===== config.mk =====
export PLATFORM = sky130hd
export DESIGN_NAME = led_pattern_sequencer_core
export DESIGN_NICKNAME = d
export VERILOG_FILES = /design/src/rtl/core/lps_pkg.sv /design/src/rtl/core/led_pattern_sequencer_core.sv
export SDC_FILE = /design/constraint.sdc
export NUM_CORES = 1
export LEC_CHECK = 0
export BUFFER_PORTS_ARGS = -buffer_cell sky130_fd_sc_hd__buf_2
export CORE_MARGIN = 1.5
export CORE_UTILIZATION = 48
export DETAILED_ROUTE_END_ITERATION = 10
export PLACE_DENSITY = 0.66
export SYNTH_ARGS = -nofsm -noshare
export SYNTH_HDL_FRONTEND = slang
export SYNTH_SLANG_ARGS = --single-unit

===== constraint.sdc =====
create_clock -name clock -period 4.4 [get_ports clock]
set_input_delay 0.44 -clock clock [delete_from_list [all_inputs] [get_ports clock]]
set_output_delay 0.44 -clock clock [all_outputs]
set_load 0.005 [all_outputs]

===== src/rtl/core/lps_pkg.sv =====
// Shared types, constants, pattern tables and microcode table for the LED pattern sequencer.
`timescale 1ns / 1ps

package lps_pkg;

   // Command codes carried in the input tuser
   localparam logic [1:0] CMD_TICK  = 2'd0;
   localparam logic [1:0] CMD_SET   = 2'd1;
   localparam logic [1:0] CMD_FLASH = 2'd2;

   // Pattern codes
   localparam logic [1:0] PAT_OFF    = 2'd0;
   localparam logic [1:0] PAT_SOLID  = 2'd1;
   localparam logic [1:0] PAT_DOUBLE = 2'd2;
   localparam logic [1:0] PAT_FLASH  = 2'd3;

   // Phase lengths in milliseconds
   localparam logic [9:0] MS_STEADY = 10'd100;
   localparam logic [9:0] MS_BLINK  = 10'd80;
   localparam logic [9:0] MS_PAUSE  = 10'd560;
   localparam logic [9:0] MS_FLASH  = 10'd110;

   // Pin levels (active low)
   localparam logic LED_LIT  = 1'b0;
   localparam logic LED_DARK = 1'b1;

   typedef enum logic [3:0] {
      ST_WAIT,
      ST_DISPATCH,
      ST_STEP,
      ST_ADVANCE,
      ST_CLOSE,
      ST_DRAIN,
      ST_START,
      ST_LOAD,
      ST_EMIT
   } step_type;

   typedef enum logic [3:0] {
      UOP_FETCH,
      UOP_NOP,
      UOP_COUNT,
      UOP_NEXT_PHASE,
      UOP_CLOSE,
      UOP_DRAIN,
      UOP_START,
      UOP_LOAD_PHASE,
      UOP_EMIT
   } uop_type;

   typedef enum logic [2:0] {
      COND_NEVER,
      COND_NO_ITEM,
      COND_COMMAND,
      COND_MS_LEFT,
      COND_WRAP,
      COND_QUEUED,
      COND_OUT_FULL
   } cond_type;

   // One control word: operation, jump condition, jump target, fall-through step
   typedef struct packed {
      uop_type  op;
      cond_type cond;
      step_type jump;
      step_type next;
   } ucode_type;

   // Microcode program
   function automatic ucode_type ucode_rom(input step_type s);
      ucode_type w;
      case (s)
         ST_WAIT:     w = '{UOP_FETCH,      COND_NO_ITEM,  ST_WAIT,  ST_DISPATCH};
         ST_DISPATCH: w = '{UOP_NOP,        COND_COMMAND,  ST_EMIT,  ST_STEP};
         ST_STEP:     w = '{UOP_COUNT,      COND_MS_LEFT,  ST_EMIT,  ST_ADVANCE};
         ST_ADVANCE:  w = '{UOP_NEXT_PHASE, COND_WRAP,     ST_CLOSE, ST_LOAD};
         ST_CLOSE:    w = '{UOP_CLOSE,      COND_NEVER,    ST_DRAIN, ST_DRAIN};
         ST_DRAIN:    w = '{UOP_DRAIN,      COND_QUEUED,   ST_DRAIN, ST_START};
         ST_START:    w = '{UOP_START,      COND_NEVER,    ST_LOAD,  ST_LOAD};
         ST_LOAD:     w = '{UOP_LOAD_PHASE, COND_NEVER,    ST_EMIT,  ST_EMIT};
         ST_EMIT:     w = '{UOP_EMIT,       COND_OUT_FULL, ST_EMIT,  ST_WAIT};
         default:     w = '{UOP_NOP,        COND_NEVER,    ST_WAIT,  ST_WAIT};
      endcase
      return w;
   endfunction

   // Number of phases in one cycle of a pattern
   function automatic logic [2:0] phase_count(input logic [1:0] pat);
      logic [2:0] n;
      case (pat)
         PAT_DOUBLE: n = 3'd4;
         PAT_FLASH:  n = 3'd2;
         default:    n = 3'd1;
      endcase
      return n;
   endfunction

   // Phase length less one, as loaded into the millisecond counter
   function automatic logic [9:0] phase_len_m1(input logic [1:0] pat, input logic [1:0] idx);
      logic [9:0] len;
      case (pat)
         PAT_DOUBLE: len = (idx == 2'd3) ? MS_PAUSE : MS_BLINK;
         PAT_FLASH:  len = MS_FLASH;
         default:    len = MS_STEADY;
      endcase
      return len - 10'd1;
   endfunction

   // Pin level of a phase
   function automatic logic led_of(input logic [1:0] pat, input logic [1:0] idx);
      logic lvl;
      case (pat)
         PAT_SOLID:  lvl = LED_LIT;
         PAT_DOUBLE: lvl = (idx == 2'd0 || idx == 2'd2) ? LED_LIT : LED_DARK;
         PAT_FLASH:  lvl = (idx == 2'd0) ? LED_LIT : LED_DARK;
         default:    lvl = LED_DARK;
      endcase
      return lvl;
   endfunction

endpackage


===== src/rtl/core/led_pattern_sequencer_core.sv =====
// LED pattern sequencer: microcoded control over pattern timers and a command queue.
`timescale 1ns / 1ps

// Plays an active-low LED pattern (off, solid, double blink, fast flash) one millisecond
// per tick word and queues set-pattern and flash-burst commands, which are applied in order
// only at the end of a pattern cycle. Every input word yields one result word. A step counter
// walks a small microcode table, one control word per cycle. A command goes from dispatch
// to emit, a tick inside a phase counts and emits, a tick that ends a phase also advances
// and loads the next, and a tick at a cycle end also closes the cycle, drains the queued
// commands (one per cycle through the single queue read port) and starts the next. A new
// word is taken only once the previous one has left the step counter; a result waiting on
// rsp_tready stalls only the final step. There is no clearing pass after reset.
module led_pattern_sequencer_core
   import lps_pkg::*;
#(
   parameter int QUEUE_DEPTH = 4
) (
   input  logic        clock,
   input  logic        reset,
   input  logic        req_tvalid,
   output logic        req_tready,
   input  logic [1:0]  req_tuser,   // [1:0] command
   input  logic [15:0] req_tdata,   // [1:0] pattern_sel, [9:2] flash_count, [15:10] zero
   output logic        rsp_tvalid,
   input  logic        rsp_tready,
   output logic [15:0] rsp_tdata    // [0] led_level, [2:1] shown_pattern,
                                    // [10:3] flashes_left, [11] cmd_dropped, [15:12] zero
);

   localparam int IW = (QUEUE_DEPTH > 1) ? $clog2(QUEUE_DEPTH) : 1;
   localparam int FW = $clog2(QUEUE_DEPTH + 1);
   localparam logic [FW-1:0] FILL_MAX = FW'(QUEUE_DEPTH);
   localparam logic [IW-1:0] HEAD_LAST = IW'(QUEUE_DEPTH - 1);
   localparam logic [FW:0] SUM_WRAP = (FW + 1)'(QUEUE_DEPTH);

   // Step counter and registers
   step_type   upc_ff, upc_in;
   logic       item_cmd_ff, item_cmd_in;
   logic       dropped_ff, dropped_in;
   logic [1:0] persist_ff, persist_in;
   logic [1:0] restore_ff, restore_in;
   logic [7:0] transient_ff, transient_in;
   logic [1:0] playing_ff, playing_in;
   logic [1:0] phase_ff, phase_in;
   logic [9:0] ms_left_ff, ms_left_in;
   logic [FW-1:0] fill_ff, fill_in;
   logic [IW-1:0] head_ff, head_in;
   logic        rsp_valid_ff, rsp_valid_in;
   logic [11:0] rsp_data_ff, rsp_data_in;

   // Command queue, no reset
   logic [9:0] queue_ff [QUEUE_DEPTH];
   logic       queue_we;
   logic [IW-1:0] queue_wsel;
   logic [9:0] queue_wdata;
   logic [9:0] queue_rdata;

   ucode_type  uword;
   logic       cond_true;
   logic       accept;
   logic [FW:0] tail_sum;
   logic [1:0] req_cmd;
   logic [1:0] req_sel;
   logic [7:0] req_cnt;

   assign req_cmd = req_tuser;
   assign req_sel = req_tdata[1:0];
   assign req_cnt = req_tdata[9:2];

   assign uword      = ucode_rom(upc_ff);
   assign req_tready = (upc_ff == ST_WAIT);
   assign accept     = req_tvalid && req_tready;
   assign rsp_tvalid = rsp_valid_ff;
   assign rsp_tdata  = {4'b0000, rsp_data_ff};
   assign queue_rdata = queue_ff[head_ff];

   // Tail slot: head plus fill, folded once into the queue range
   always_comb begin
      tail_sum = (FW + 1)'(head_ff) + (FW + 1)'(fill_ff);
      if (tail_sum >= SUM_WRAP) begin
         tail_sum = tail_sum - SUM_WRAP;
      end
      queue_wsel = tail_sum[IW-1:0];
   end

   // Evaluate the jump condition of the current control word
   always_comb begin
      case (uword.cond)
         COND_NO_ITEM:  cond_true = !accept;
         COND_COMMAND:  cond_true = item_cmd_ff;
         COND_MS_LEFT:  cond_true = (ms_left_ff != 10'd0);
         COND_WRAP:     cond_true = ({1'b0, phase_ff} + 3'd1) >= phase_count(playing_ff);
         COND_QUEUED:   cond_true = (fill_ff != '0);
         COND_OUT_FULL: cond_true = rsp_valid_ff && !rsp_tready;
         default:       cond_true = 1'b0;
      endcase
   end

   // Datapath driven by the control word
   always_comb begin
      upc_in       = cond_true ? uword.jump : uword.next;
      item_cmd_in  = item_cmd_ff;
      dropped_in   = dropped_ff;
      persist_in   = persist_ff;
      restore_in   = restore_ff;
      transient_in = transient_ff;
      playing_in   = playing_ff;
      phase_in     = phase_ff;
      ms_left_in   = ms_left_ff;
      fill_in      = fill_ff;
      head_in      = head_ff;
      rsp_valid_in = rsp_valid_ff && !rsp_tready;
      rsp_data_in  = rsp_data_ff;
      queue_we     = 1'b0;
      queue_wdata  = {PAT_FLASH, req_cnt};

      case (uword.op)
         // Take a word; queue a command or drop it when the queue is full
         UOP_FETCH: begin
            if (accept) begin
               item_cmd_in = (req_cmd != CMD_TICK);
               dropped_in  = 1'b0;
               if (req_cmd == CMD_SET || req_cmd == CMD_FLASH) begin
                  if (fill_ff >= FILL_MAX) begin
                     dropped_in = 1'b1;
                  end else begin
                     queue_we    = 1'b1;
                     queue_wdata = (req_cmd == CMD_SET) ? {req_sel, 8'd0} : {PAT_FLASH, req_cnt};
                     fill_in     = fill_ff + FW'(1);
                  end
               end
            end
         end
         // Consume one millisecond of a running phase
         UOP_COUNT: begin
            if (ms_left_ff != 10'd0) begin
               ms_left_in = ms_left_ff - 10'd1;
            end
         end
         UOP_NEXT_PHASE: begin
            phase_in = phase_ff + 2'd1;
         end
         // Close the finished cycle: count down a burst, restore at its end
         UOP_CLOSE: begin
            if (transient_ff != 8'd0) begin
               transient_in = transient_ff - 8'd1;
               if (transient_ff == 8'd1) begin
                  persist_in = restore_ff;
               end
            end
         end
         // Apply the queue head, one entry per cycle
         UOP_DRAIN: begin
            if (fill_ff != '0) begin
               fill_in = fill_ff - FW'(1);
               head_in = (head_ff == HEAD_LAST) ? '0 : head_ff + IW'(1);
               if (queue_rdata[7:0] != 8'd0) begin
                  transient_in = queue_rdata[7:0];
                  restore_in   = persist_ff;
               end else begin
                  transient_in = 8'd0;
                  persist_in   = queue_rdata[9:8];
               end
            end
         end
         UOP_START: begin
            playing_in = (transient_ff != 8'd0) ? PAT_FLASH : persist_ff;
            phase_in   = 2'd0;
         end
         UOP_LOAD_PHASE: begin
            ms_left_in = phase_len_m1(playing_ff, phase_ff);
         end
         // Hand the result to the output register once it is free
         UOP_EMIT: begin
            if (!(rsp_valid_ff && !rsp_tready)) begin
               rsp_valid_in = 1'b1;
               rsp_data_in  = {dropped_ff, transient_ff, playing_ff, led_of(playing_ff, phase_ff)};
            end
         end
         default: begin
         end
      endcase
   end

   always_ff @(posedge clock) begin
      if (reset) begin
         upc_ff       <= ST_WAIT;
         item_cmd_ff  <= 1'b0;
         dropped_ff   <= 1'b0;
         persist_ff   <= PAT_OFF;
         restore_ff   <= PAT_OFF;
         transient_ff <= 8'd0;
         playing_ff   <= PAT_OFF;
         phase_ff     <= 2'd0;
         ms_left_ff   <= 10'd0;
         fill_ff      <= '0;
         head_ff      <= '0;
         rsp_valid_ff <= 1'b0;
      end else begin
         upc_ff       <= upc_in;
         item_cmd_ff  <= item_cmd_in;
         dropped_ff   <= dropped_in;
         persist_ff   <= persist_in;
         restore_ff   <= restore_in;
         transient_ff <= transient_in;
         playing_ff   <= playing_in;
         phase_ff     <= phase_in;
         ms_left_ff   <= ms_left_in;
         fill_ff      <= fill_in;
         head_ff      <= head_in;
         rsp_valid_ff <= rsp_valid_in;
      end
      rsp_data_ff <= rsp_data_in;
   end

   // Queue storage write
   always_ff @(posedge clock) begin
      if (queue_we) begin
         queue_ff[queue_wsel] <= queue_wdata;
      end
   end

   // Queue fill never passes its depth
   a_fill_bound: assert property (@(posedge clock) disable iff (reset)
      fill_ff <= FILL_MAX)
      else $error("queue fill beyond depth");

   // Each drain step with entries waiting removes exactly one
   a_drain_one: assert property (@(posedge clock) disable iff (reset)
      (upc_ff == ST_DRAIN && fill_ff != '0) |=> fill_ff == $past(fill_ff) - FW'(1))
      else $error("drain did not remove one entry");

   // A new result only comes from the emit step
   a_emit_src: assert property (@(posedge clock) disable iff (reset)
      $rose(rsp_valid_ff) |-> $past(upc_ff) == ST_EMIT)
      else $error("result raised outside emit step");

   // While waiting for a word the phase index lies inside the playing pattern
   a_phase_range: assert property (@(posedge clock) disable iff (reset)
      (upc_ff == ST_WAIT) |-> ({1'b0, phase_ff} < phase_count(playing_ff)))
      else $error("phase index outside pattern");

endmodule

# Word-level counts from Yosys, hierarchy flattened
# Memories as Yosys holds them, arrays and structs flattened. A register that Yosys moved wholly into a read port is not among the register bits.
# Cells that the tools add are included.
[word_totals] ff_bits=50 ram_bits=40 mem_bits_ro=240 out_inout_bits=18 wordCells=132 memories=2
[classes] n_addsub=10 magnitude_cmp=3 n_eq_ne=30 n_mux=47 n_bitwise=1 reduce_logical=26
[mem_list] memory="(name not given)" depth=16 word_bits=15 rd=1 rd_clocked_by_memory_dff=1 wr=0 line="lps_pkg.sv:72" rtl="case (s)"
[mem_list] memory="queue_ff" depth=4 word_bits=10 rd=1 rd_clocked_by_memory_dff=1 wr=1 line="led_pattern_sequencer_core.sv:52" rtl="logic [9:0] queue_ff [QUEUE_DEPTH];"
[op_table] cell="10-bit 2-to-1 mux" n=8
[op_table] cell="10-bit one-hot mux with 2 select lines" n=2
[op_table] cell="8-bit 2-to-1 mux" n=3
[op_table] cell="10-bit by 1-bit subtractor with 10-bit output, second input constant" n=2
[op_table] cell="2-bit 2-to-1 mux" n=9
[op_table] cell="4-bit by 3-bit equality test with 1-bit output, second input constant" n=4
[op_table] cell="2-bit inequality test, second input constant" n=8
[op_table] cell="8-bit one-hot mux with 2 select lines" n=1
[op_table] cell="8-bit nonzero test" n=2
[op_table] cell="3-bit 2-to-1 mux" n=5
[op_table] cell="2-bit equality test, second input constant" n=6
[op_table] cell="3-bit one-hot mux with 2 select lines" n=2
[op_table] cell="1-bit 2-to-1 mux" n=11
[op_table] cell="5-bit AND reduction" n=2
[op_table] cell="10-bit nonzero test" n=1
[op_table] cell="2-bit nonzero test" n=5
[op_table] cell="3-bit equality test, second input constant" n=3
[op_table] cell="4-bit by 2-bit equality test with 1-bit output, second input constant" n=2
[op_table] cell="8-bit by 1-bit equality test with 1-bit output, second input constant" n=1
[op_table] cell="4-bit logical NOT" n=2
[op_table] cell="4-bit 2-to-1 mux" n=2
[op_table] cell="2-bit one-hot mux with 2 select lines" n=2
[op_table] cell="2-bit AND reduction" n=4
[op_table] cell="8-bit by 1-bit subtractor with 8-bit output, second input constant" n=1
[op_table] cell="22 further kinds" n=29

# Depth between registers and ports, before layout
[depth] depth_word=7 depth_mapped=16 mapped_depth_nobuf=15

# Least setup slack after synthesis
# Ideal clock, no wire load.
[synth_path] path_type="register -> register" from="register phase_ff[0]" to="register, netlist name uword[7]" arrival_time_ns=2.999 t_required_ns=4.321 path_slack_ns=1.322 stages_incl_launch_ff=17 path_cell_list="dfxtp_1 inv_1 ha_1 ha_1 nand2b_1 a21o_1 a211oi_2 o21a_2 buf_6 mux2i_1 or2_1 ha_1 nand2_1 nand2_1 nand2_1 mux2_2 o211ai_1"
[synth_via] elab_chain_len=5
[synth_lines] element="start: declaration" line="led_pattern_sequencer_core.sv:44" rtl="logic [1:0] phase_ff, phase_in;"
[synth_lines] element="start signal: assignment" line="led_pattern_sequencer_core.sv:207" rtl="phase_ff <= phase_in;"
[synth_lines] element="2-bit by 1-bit adder with 3-bit output" line="led_pattern_sequencer_core.sv:92" rtl="COND_WRAP: cond_true = ({1'b0, phase_ff} + 3'd1) >= phase_count(playing_ff);"
[synth_lines] element="3-bit greater-or-equal comparator" line="led_pattern_sequencer_core.sv:92"
[synth_lines] element="1-bit one-hot mux with 6 select lines" line="led_pattern_sequencer_core.sv:88" rtl="case (uword.cond)"
[synth_lines] element="4-bit 2-to-1 mux" line="led_pattern_sequencer_core.sv:101" rtl="upc_in = cond_true ? uword.jump : uword.next;"
[synth_lines] element="4-bit 2-to-1 mux (no line)"
# No other way between the ends.
# A chain may end at the register's enable or synchronous reset.

# Worst setup path in the final report
[layout_path] from="register phase_ff[0]" to="register, netlist name uword[7]"
[layout_via] elab_chain_len=5
[layout_lines] element="2-bit by 1-bit adder with 3-bit output" line="led_pattern_sequencer_core.sv:92"
[layout_lines] element="3-bit greater-or-equal comparator" line="led_pattern_sequencer_core.sv:92"
[layout_lines] element="1-bit one-hot mux with 6 select lines" line="led_pattern_sequencer_core.sv:88"
[layout_lines] element="4-bit 2-to-1 mux" line="led_pattern_sequencer_core.sv:101"
[layout_lines] element="4-bit 2-to-1 mux (no line)"
# No other way between the ends.

==> impl_summary.log <==
INFO  metric switchingPower = 0.8526 mW
INFO  metric timing.critical_path.arrival = 3.82 ns
INFO  metric required = 4.69 ns
INFO  metric fin_worst_skew = 0.007200 ns
INFO  metric cts.clk_slew.worst_paths = 0.10 ns
INFO  metric grt_most_used_layer = met2
INFO  metric max-slew-margin-rel = 35.93%
INFO  metric rr_worst_depth = 15
INFO  metric hold_path_depth = 2
INFO  metric slew_violations = 0
INFO  metric maximum_number_of_pins_on_one_net_before_global_route_repair = 28
INFO  metric p_clk_share = 21.8%
INFO  metric dieWidth = 105.0 um
INFO  metric fin_hold_ws = 0.4005 ns
INFO  metric synthArstFlopShare = 0%
INFO  metric tritoncts = built
INFO  metric global_route_wire_length_before_repair = 15310 um
INFO  metric timing.max_cap.violations = 0
INFO  metric gr-total-overflow = 0
INFO  metric setup_slack_reg_to_reg = 0.87 ns
INFO  metric synthTopCellsByArea = sky130_fd_sc_hd__edfxtp_1, sky130_fd_sc_hd__dfxtp_1, sky130_fd_sc_hd__mux4_2
INFO  metric wire_length_after_detailed_routing = 9142 um
INFO  metric post_cts_hold_buffer_count = 0
INFO  metric yosysUniqueCellTypes = 77
INFO  metric area.growth.synth_to_final = 8.093%
INFO  metric post_cts.repair.setup_buffers = 0
INFO  metric synth_area = 4994 um^2
INFO  metric io-pin-count = 40
INFO  metric worstHoldPathType = input pin to register
INFO  metric run_status = finished, final reports clean
INFO  metric final-setup-viol-count = 0
INFO  metric antenna_cells = 0
INFO  metric vdd.ir_drop.worst = 0.0002149 V
INFO  metric vias_per_cell = 5.395
INFO  metric track_usage = 17.71%
INFO  metric coreArea = 10180 um^2
INFO  metric synth_seq_cells = 106
INFO  metric drt_pass1_iterations = 4
INFO  metric grt_util_met2 = 27.59%
INFO  metric yosysSeqAreaShare = 52.92%
INFO  metric clkSinkCount = 106
INFO  metric synth_enable_flop_cells = 52
INFO  metric power.leakage = 1.940 nW
INFO  metric average_cell_area_after_synthesis = 11.20 um^2
INFO  metric sort_of_element_at_the_end_of_the_critical_path = register
INFO  metric synth_cells = 446
INFO  metric nFillCells = 906
INFO  metric tightestPinTransition = 0.9575 ns
INFO  metric place.port_buffers = 29
INFO  metric h-tree-depth = 3
INFO  metric sw_frac_of_total = 33.68%
INFO  metric final_area = 5398 um^2
INFO  metric power.density = 469.1 nW/um^2
INFO  metric worstSkewPairLatency = 0.36 ns
INFO  metric dr.first_iter.drc_count = 160
INFO  metric routabilityCongestion = 0.8870
INFO  metric crit_fanout = 14
INFO  metric final_cycle_utilization_of_the_critical_path = 80.26%
INFO  metric worst-setup-path-type = register to register
INFO  metric power_frac_seq = 49.7%
INFO  metric post-route-min-period = 3.531 ns
INFO  metric ant_nets = 0
INFO  metric drc_errors = 0
INFO  metric rsz0062_at_grt = no
INFO  metric grt_antenna_before_repair = 0
INFO  metric cts_buffers = 9
INFO  metric global_route.usage.met1 = 24.54%
INFO  metric initial_core_util = 49.03%
INFO  metric detailed_place_hpwl = 6470 um
INFO  metric report.final.hold_viol_count = 0
INFO  metric clock-root-buffer = sky130_fd_sc_hd__clkbuf_8
INFO  metric clock_tree.buffer_depth = 2
INFO  metric post-layout-total-power = 2.532 mW
INFO  metric synth_top_cell_by_area = sky130_fd_sc_hd__edfxtp_1
INFO  metric grt_pass1_vias = 3144
INFO  metric post_route_cells_drive_above_1_share = 16.98%
INFO  metric postCtsResizedCells = 0
INFO  metric multi_input_area = 2168 um^2
INFO  metric postSynth.topFlopCell = sky130_fd_sc_hd__dfxtp_1
INFO  metric synth_top_cell_area_share = 31.27%
INFO  metric fp.dieArea = 11020 um^2
INFO  metric fmaxAchievable = 283.2 MHz
INFO  metric pwr-share-comb = 28.6%
INFO  metric dr_total_vias = 3307
INFO  metric floorplan.die.height = 105.0 um
INFO  metric fin_setup_tns = 0 ns
INFO  metric final_cell_count_no_fill = 613
INFO  metric seqCellArea = 2643 um^2
INFO  metric yosysWarningCount = 0
INFO  metric critical_path.startpoint_type = register
INFO  metric route.detailed.wl_per_inst = 14.91 um
INFO  metric globalRouteMet3Util = 3.681%
INFO  metric p_int = 1.679 mW
INFO  metric numPlacedInstances = 597
INFO  metric placed_cell_area = 5224 um^2
INFO  metric core.rowCount = 37
INFO  metric finish.net_count = 511
## registers in the layout, summed over array words and instances, names as in the netlist, named ones only
signal and flops:
fill_ff 3, item_cmd_ff 1, transient_ff 8, rsp_tvalid 1, phase_ff 2, head_ff 2
playing_ff 2, dropped_ff 1, upc_ff 4, persist_ff 2, queue_ff 40, restore_ff 2
ms_left_ff 10, uword 14, rsp_data_ff 12
## per-stage QoR
step	utilization [%]	setup WS, ns
final	53.00	0.8687
after global routing	53.00	0.5379
after CTS	53.00	0.9023
after detailed placement	51.29	0.9268
after global placement	51.29	0.9874
after floorplan	-	1.322
## layout make-up
cell class / count / share of cell area, %
Sequential cell: 106 / 48.96
Tap cell: 136 / 3.153
Timing Repair Buffer: 32 / 3.106
Clock buffer: 9 / 2.295
Multi-Input combinational cell: 303 / 40.17
Inverter: 20 / 1.391
Clock inverter: 7 / 0.9272
## Yosys cell counts, types with 2 or more instances
cell type                   n
sky130_fd_sc_hd__a221oi_1   2
sky130_fd_sc_hd__nand4_1    2
sky130_fd_sc_hd__mux4_2    10
sky130_fd_sc_hd__o21ai_0   13
sky130_fd_sc_hd__a211oi_2   2
sky130_fd_sc_hd__nand2b_1   6
sky130_fd_sc_hd__xnor2_1   10
sky130_fd_sc_hd__buf_6      3
sky130_fd_sc_hd__nor3_2     2
sky130_fd_sc_hd__o41ai_1    2
sky130_fd_sc_hd__nand2_1   35
sky130_fd_sc_hd__a211oi_1   7
sky130_fd_sc_hd__nor2_1    57
sky130_fd_sc_hd__mux2i_1   11
sky130_fd_sc_hd__or4_1      2
sky130_fd_sc_hd__inv_1     19
sky130_fd_sc_hd__a21oi_1   21
sky130_fd_sc_hd__xor2_1     4
sky130_fd_sc_hd__nor3_1    19
sky130_fd_sc_hd__dfxtp_1   54
sky130_fd_sc_hd__ha_1      16
sky130_fd_sc_hd__or2_1      3
sky130_fd_sc_hd__and3_1     2
sky130_fd_sc_hd__o211ai_1   2
sky130_fd_sc_hd__nand3_1    6
sky130_fd_sc_hd__a311oi_1   2
sky130_fd_sc_hd__buf_4      5
sky130_fd_sc_hd__and2_1     9
sky130_fd_sc_hd__nand4b_1   3
sky130_fd_sc_hd__clkbuf_1  10
sky130_fd_sc_hd__edfxtp_1  52
sky130_fd_sc_hd__a22oi_1    7
sky130_fd_sc_hd__nor4_2     2
sky130_fd_sc_hd__nor4_1     3
## power by group through the flow
stage | clock, mW | combinational, mW | sequential (mW)
after floorplan | 0 | 0.619 | 1.24
after global placement | 0 | 0.703 | 1.27
after detailed placement | 0 | 0.723 | 1.28
after CTS | 0.571 | 0.728 | 1.26
after global routing | 0.611 | 0.816 | 1.27
final | 0.551 | 0.723 | 1.26
## logic make-up (layout without fill, tap and decap cells)
group | after synthesis | count (layout) | synth area share [%]
simple gates | 168 | 168 | 17.82
flops | 106 | 106 | 52.92
compound gates | 77 | 77 | 11.20
buf+inv | 40 | 68 | 3.884
mux | 23 | 23 | 7.241
fa+ha+maj | 17 | 17 | 4.410
xor+xnor | 14 | 14 | 2.455
other cells | 1 | 4 | 0.07510
## worst max-delay path: stages (launching register included)
cell and delay [ns]:
sky130_fd_sc_hd__dfxtp_1 0.45, sky130_fd_sc_hd__inv_1 0.10, sky130_fd_sc_hd__ha_1 0.33, sky130_fd_sc_hd__ha_1 0.21, sky130_fd_sc_hd__nand2b_1 0.14, sky130_fd_sc_hd__a21o_1 0.19, sky130_fd_sc_hd__a211oi_2 0.20, sky130_fd_sc_hd__o21a_2 0.41
sky130_fd_sc_hd__mux2i_1 0.37, sky130_fd_sc_hd__or2_2 0.17, sky130_fd_sc_hd__ha_1 0.26, sky130_fd_sc_hd__nand2_1 0.11, sky130_fd_sc_hd__nand2_1 0.09, sky130_fd_sc_hd__nand2_1 0.05, sky130_fd_sc_hd__mux2_2 0.28, sky130_fd_sc_hd__o211ai_1 0.10
## cells in the final DEF (no fill, tap or decap), types with 3 or more instances in the layout
| cell | Yosys | final |
|---|---|---|
| sky130_fd_sc_hd__a22oi_1 | 7 | 7 |
| sky130_fd_sc_hd__ha_1 | 16 | 16 |
| sky130_fd_sc_hd__xor2_1 | 4 | 4 |
| sky130_fd_sc_hd__buf_2 | 1 | 29 |
| sky130_fd_sc_hd__inv_1 | 19 | 19 |
| sky130_fd_sc_hd__clkinv_2 | 0 | 3 |
| sky130_fd_sc_hd__inv_6 | 0 | 4 |
| sky130_fd_sc_hd__dfxtp_1 | 54 | 54 |
| sky130_fd_sc_hd__clkbuf_8 | 0 | 9 |
| sky130_fd_sc_hd__nor3_1 | 19 | 19 |
| sky130_fd_sc_hd__mux2i_1 | 11 | 11 |
| sky130_fd_sc_hd__nand4b_1 | 3 | 3 |
| sky130_fd_sc_hd__nor4_1 | 3 | 3 |
| sky130_fd_sc_hd__o21ai_0 | 13 | 13 |
| sky130_fd_sc_hd__nor2_1 | 57 | 57 |
| sky130_fd_sc_hd__or2_1 | 3 | 3 |
| sky130_fd_sc_hd__a211oi_1 | 7 | 7 |
| sky130_fd_sc_hd__nand3_1 | 6 | 6 |
| sky130_fd_sc_hd__mux4_2 | 10 | 10 |
| sky130_fd_sc_hd__nand2b_1 | 6 | 6 |
| sky130_fd_sc_hd__nand2_1 | 35 | 35 |
| sky130_fd_sc_hd__conb_1 | 1 | 4 |
| sky130_fd_sc_hd__and2_1 | 9 | 9 |
| sky130_fd_sc_hd__edfxtp_1 | 52 | 52 |
| sky130_fd_sc_hd__a21oi_1 | 21 | 21 |
| sky130_fd_sc_hd__buf_4 | 5 | 3 |
| sky130_fd_sc_hd__xnor2_1 | 10 | 10 |
## layer usage
metal	part of all wire (%)	routed length [um]	vias up
met5	0	0	-
met3	3.3	303	12
met4	1.5	137	0
met2	46	4194	58
li1	-	-	1676
met1	49	4507	1561
## path summary, 6_finish.rpt
kind,from,end
hold reg to reg,transient_ff[4],rsp_data_ff[7]
setup reg to reg,phase_ff[0],uword[7]
setup / recovery,phase_ff[0],uword[7]
hold / removal,req_tdata[0],queue_ff[1][8]
(Power assumes the default switching activity.)
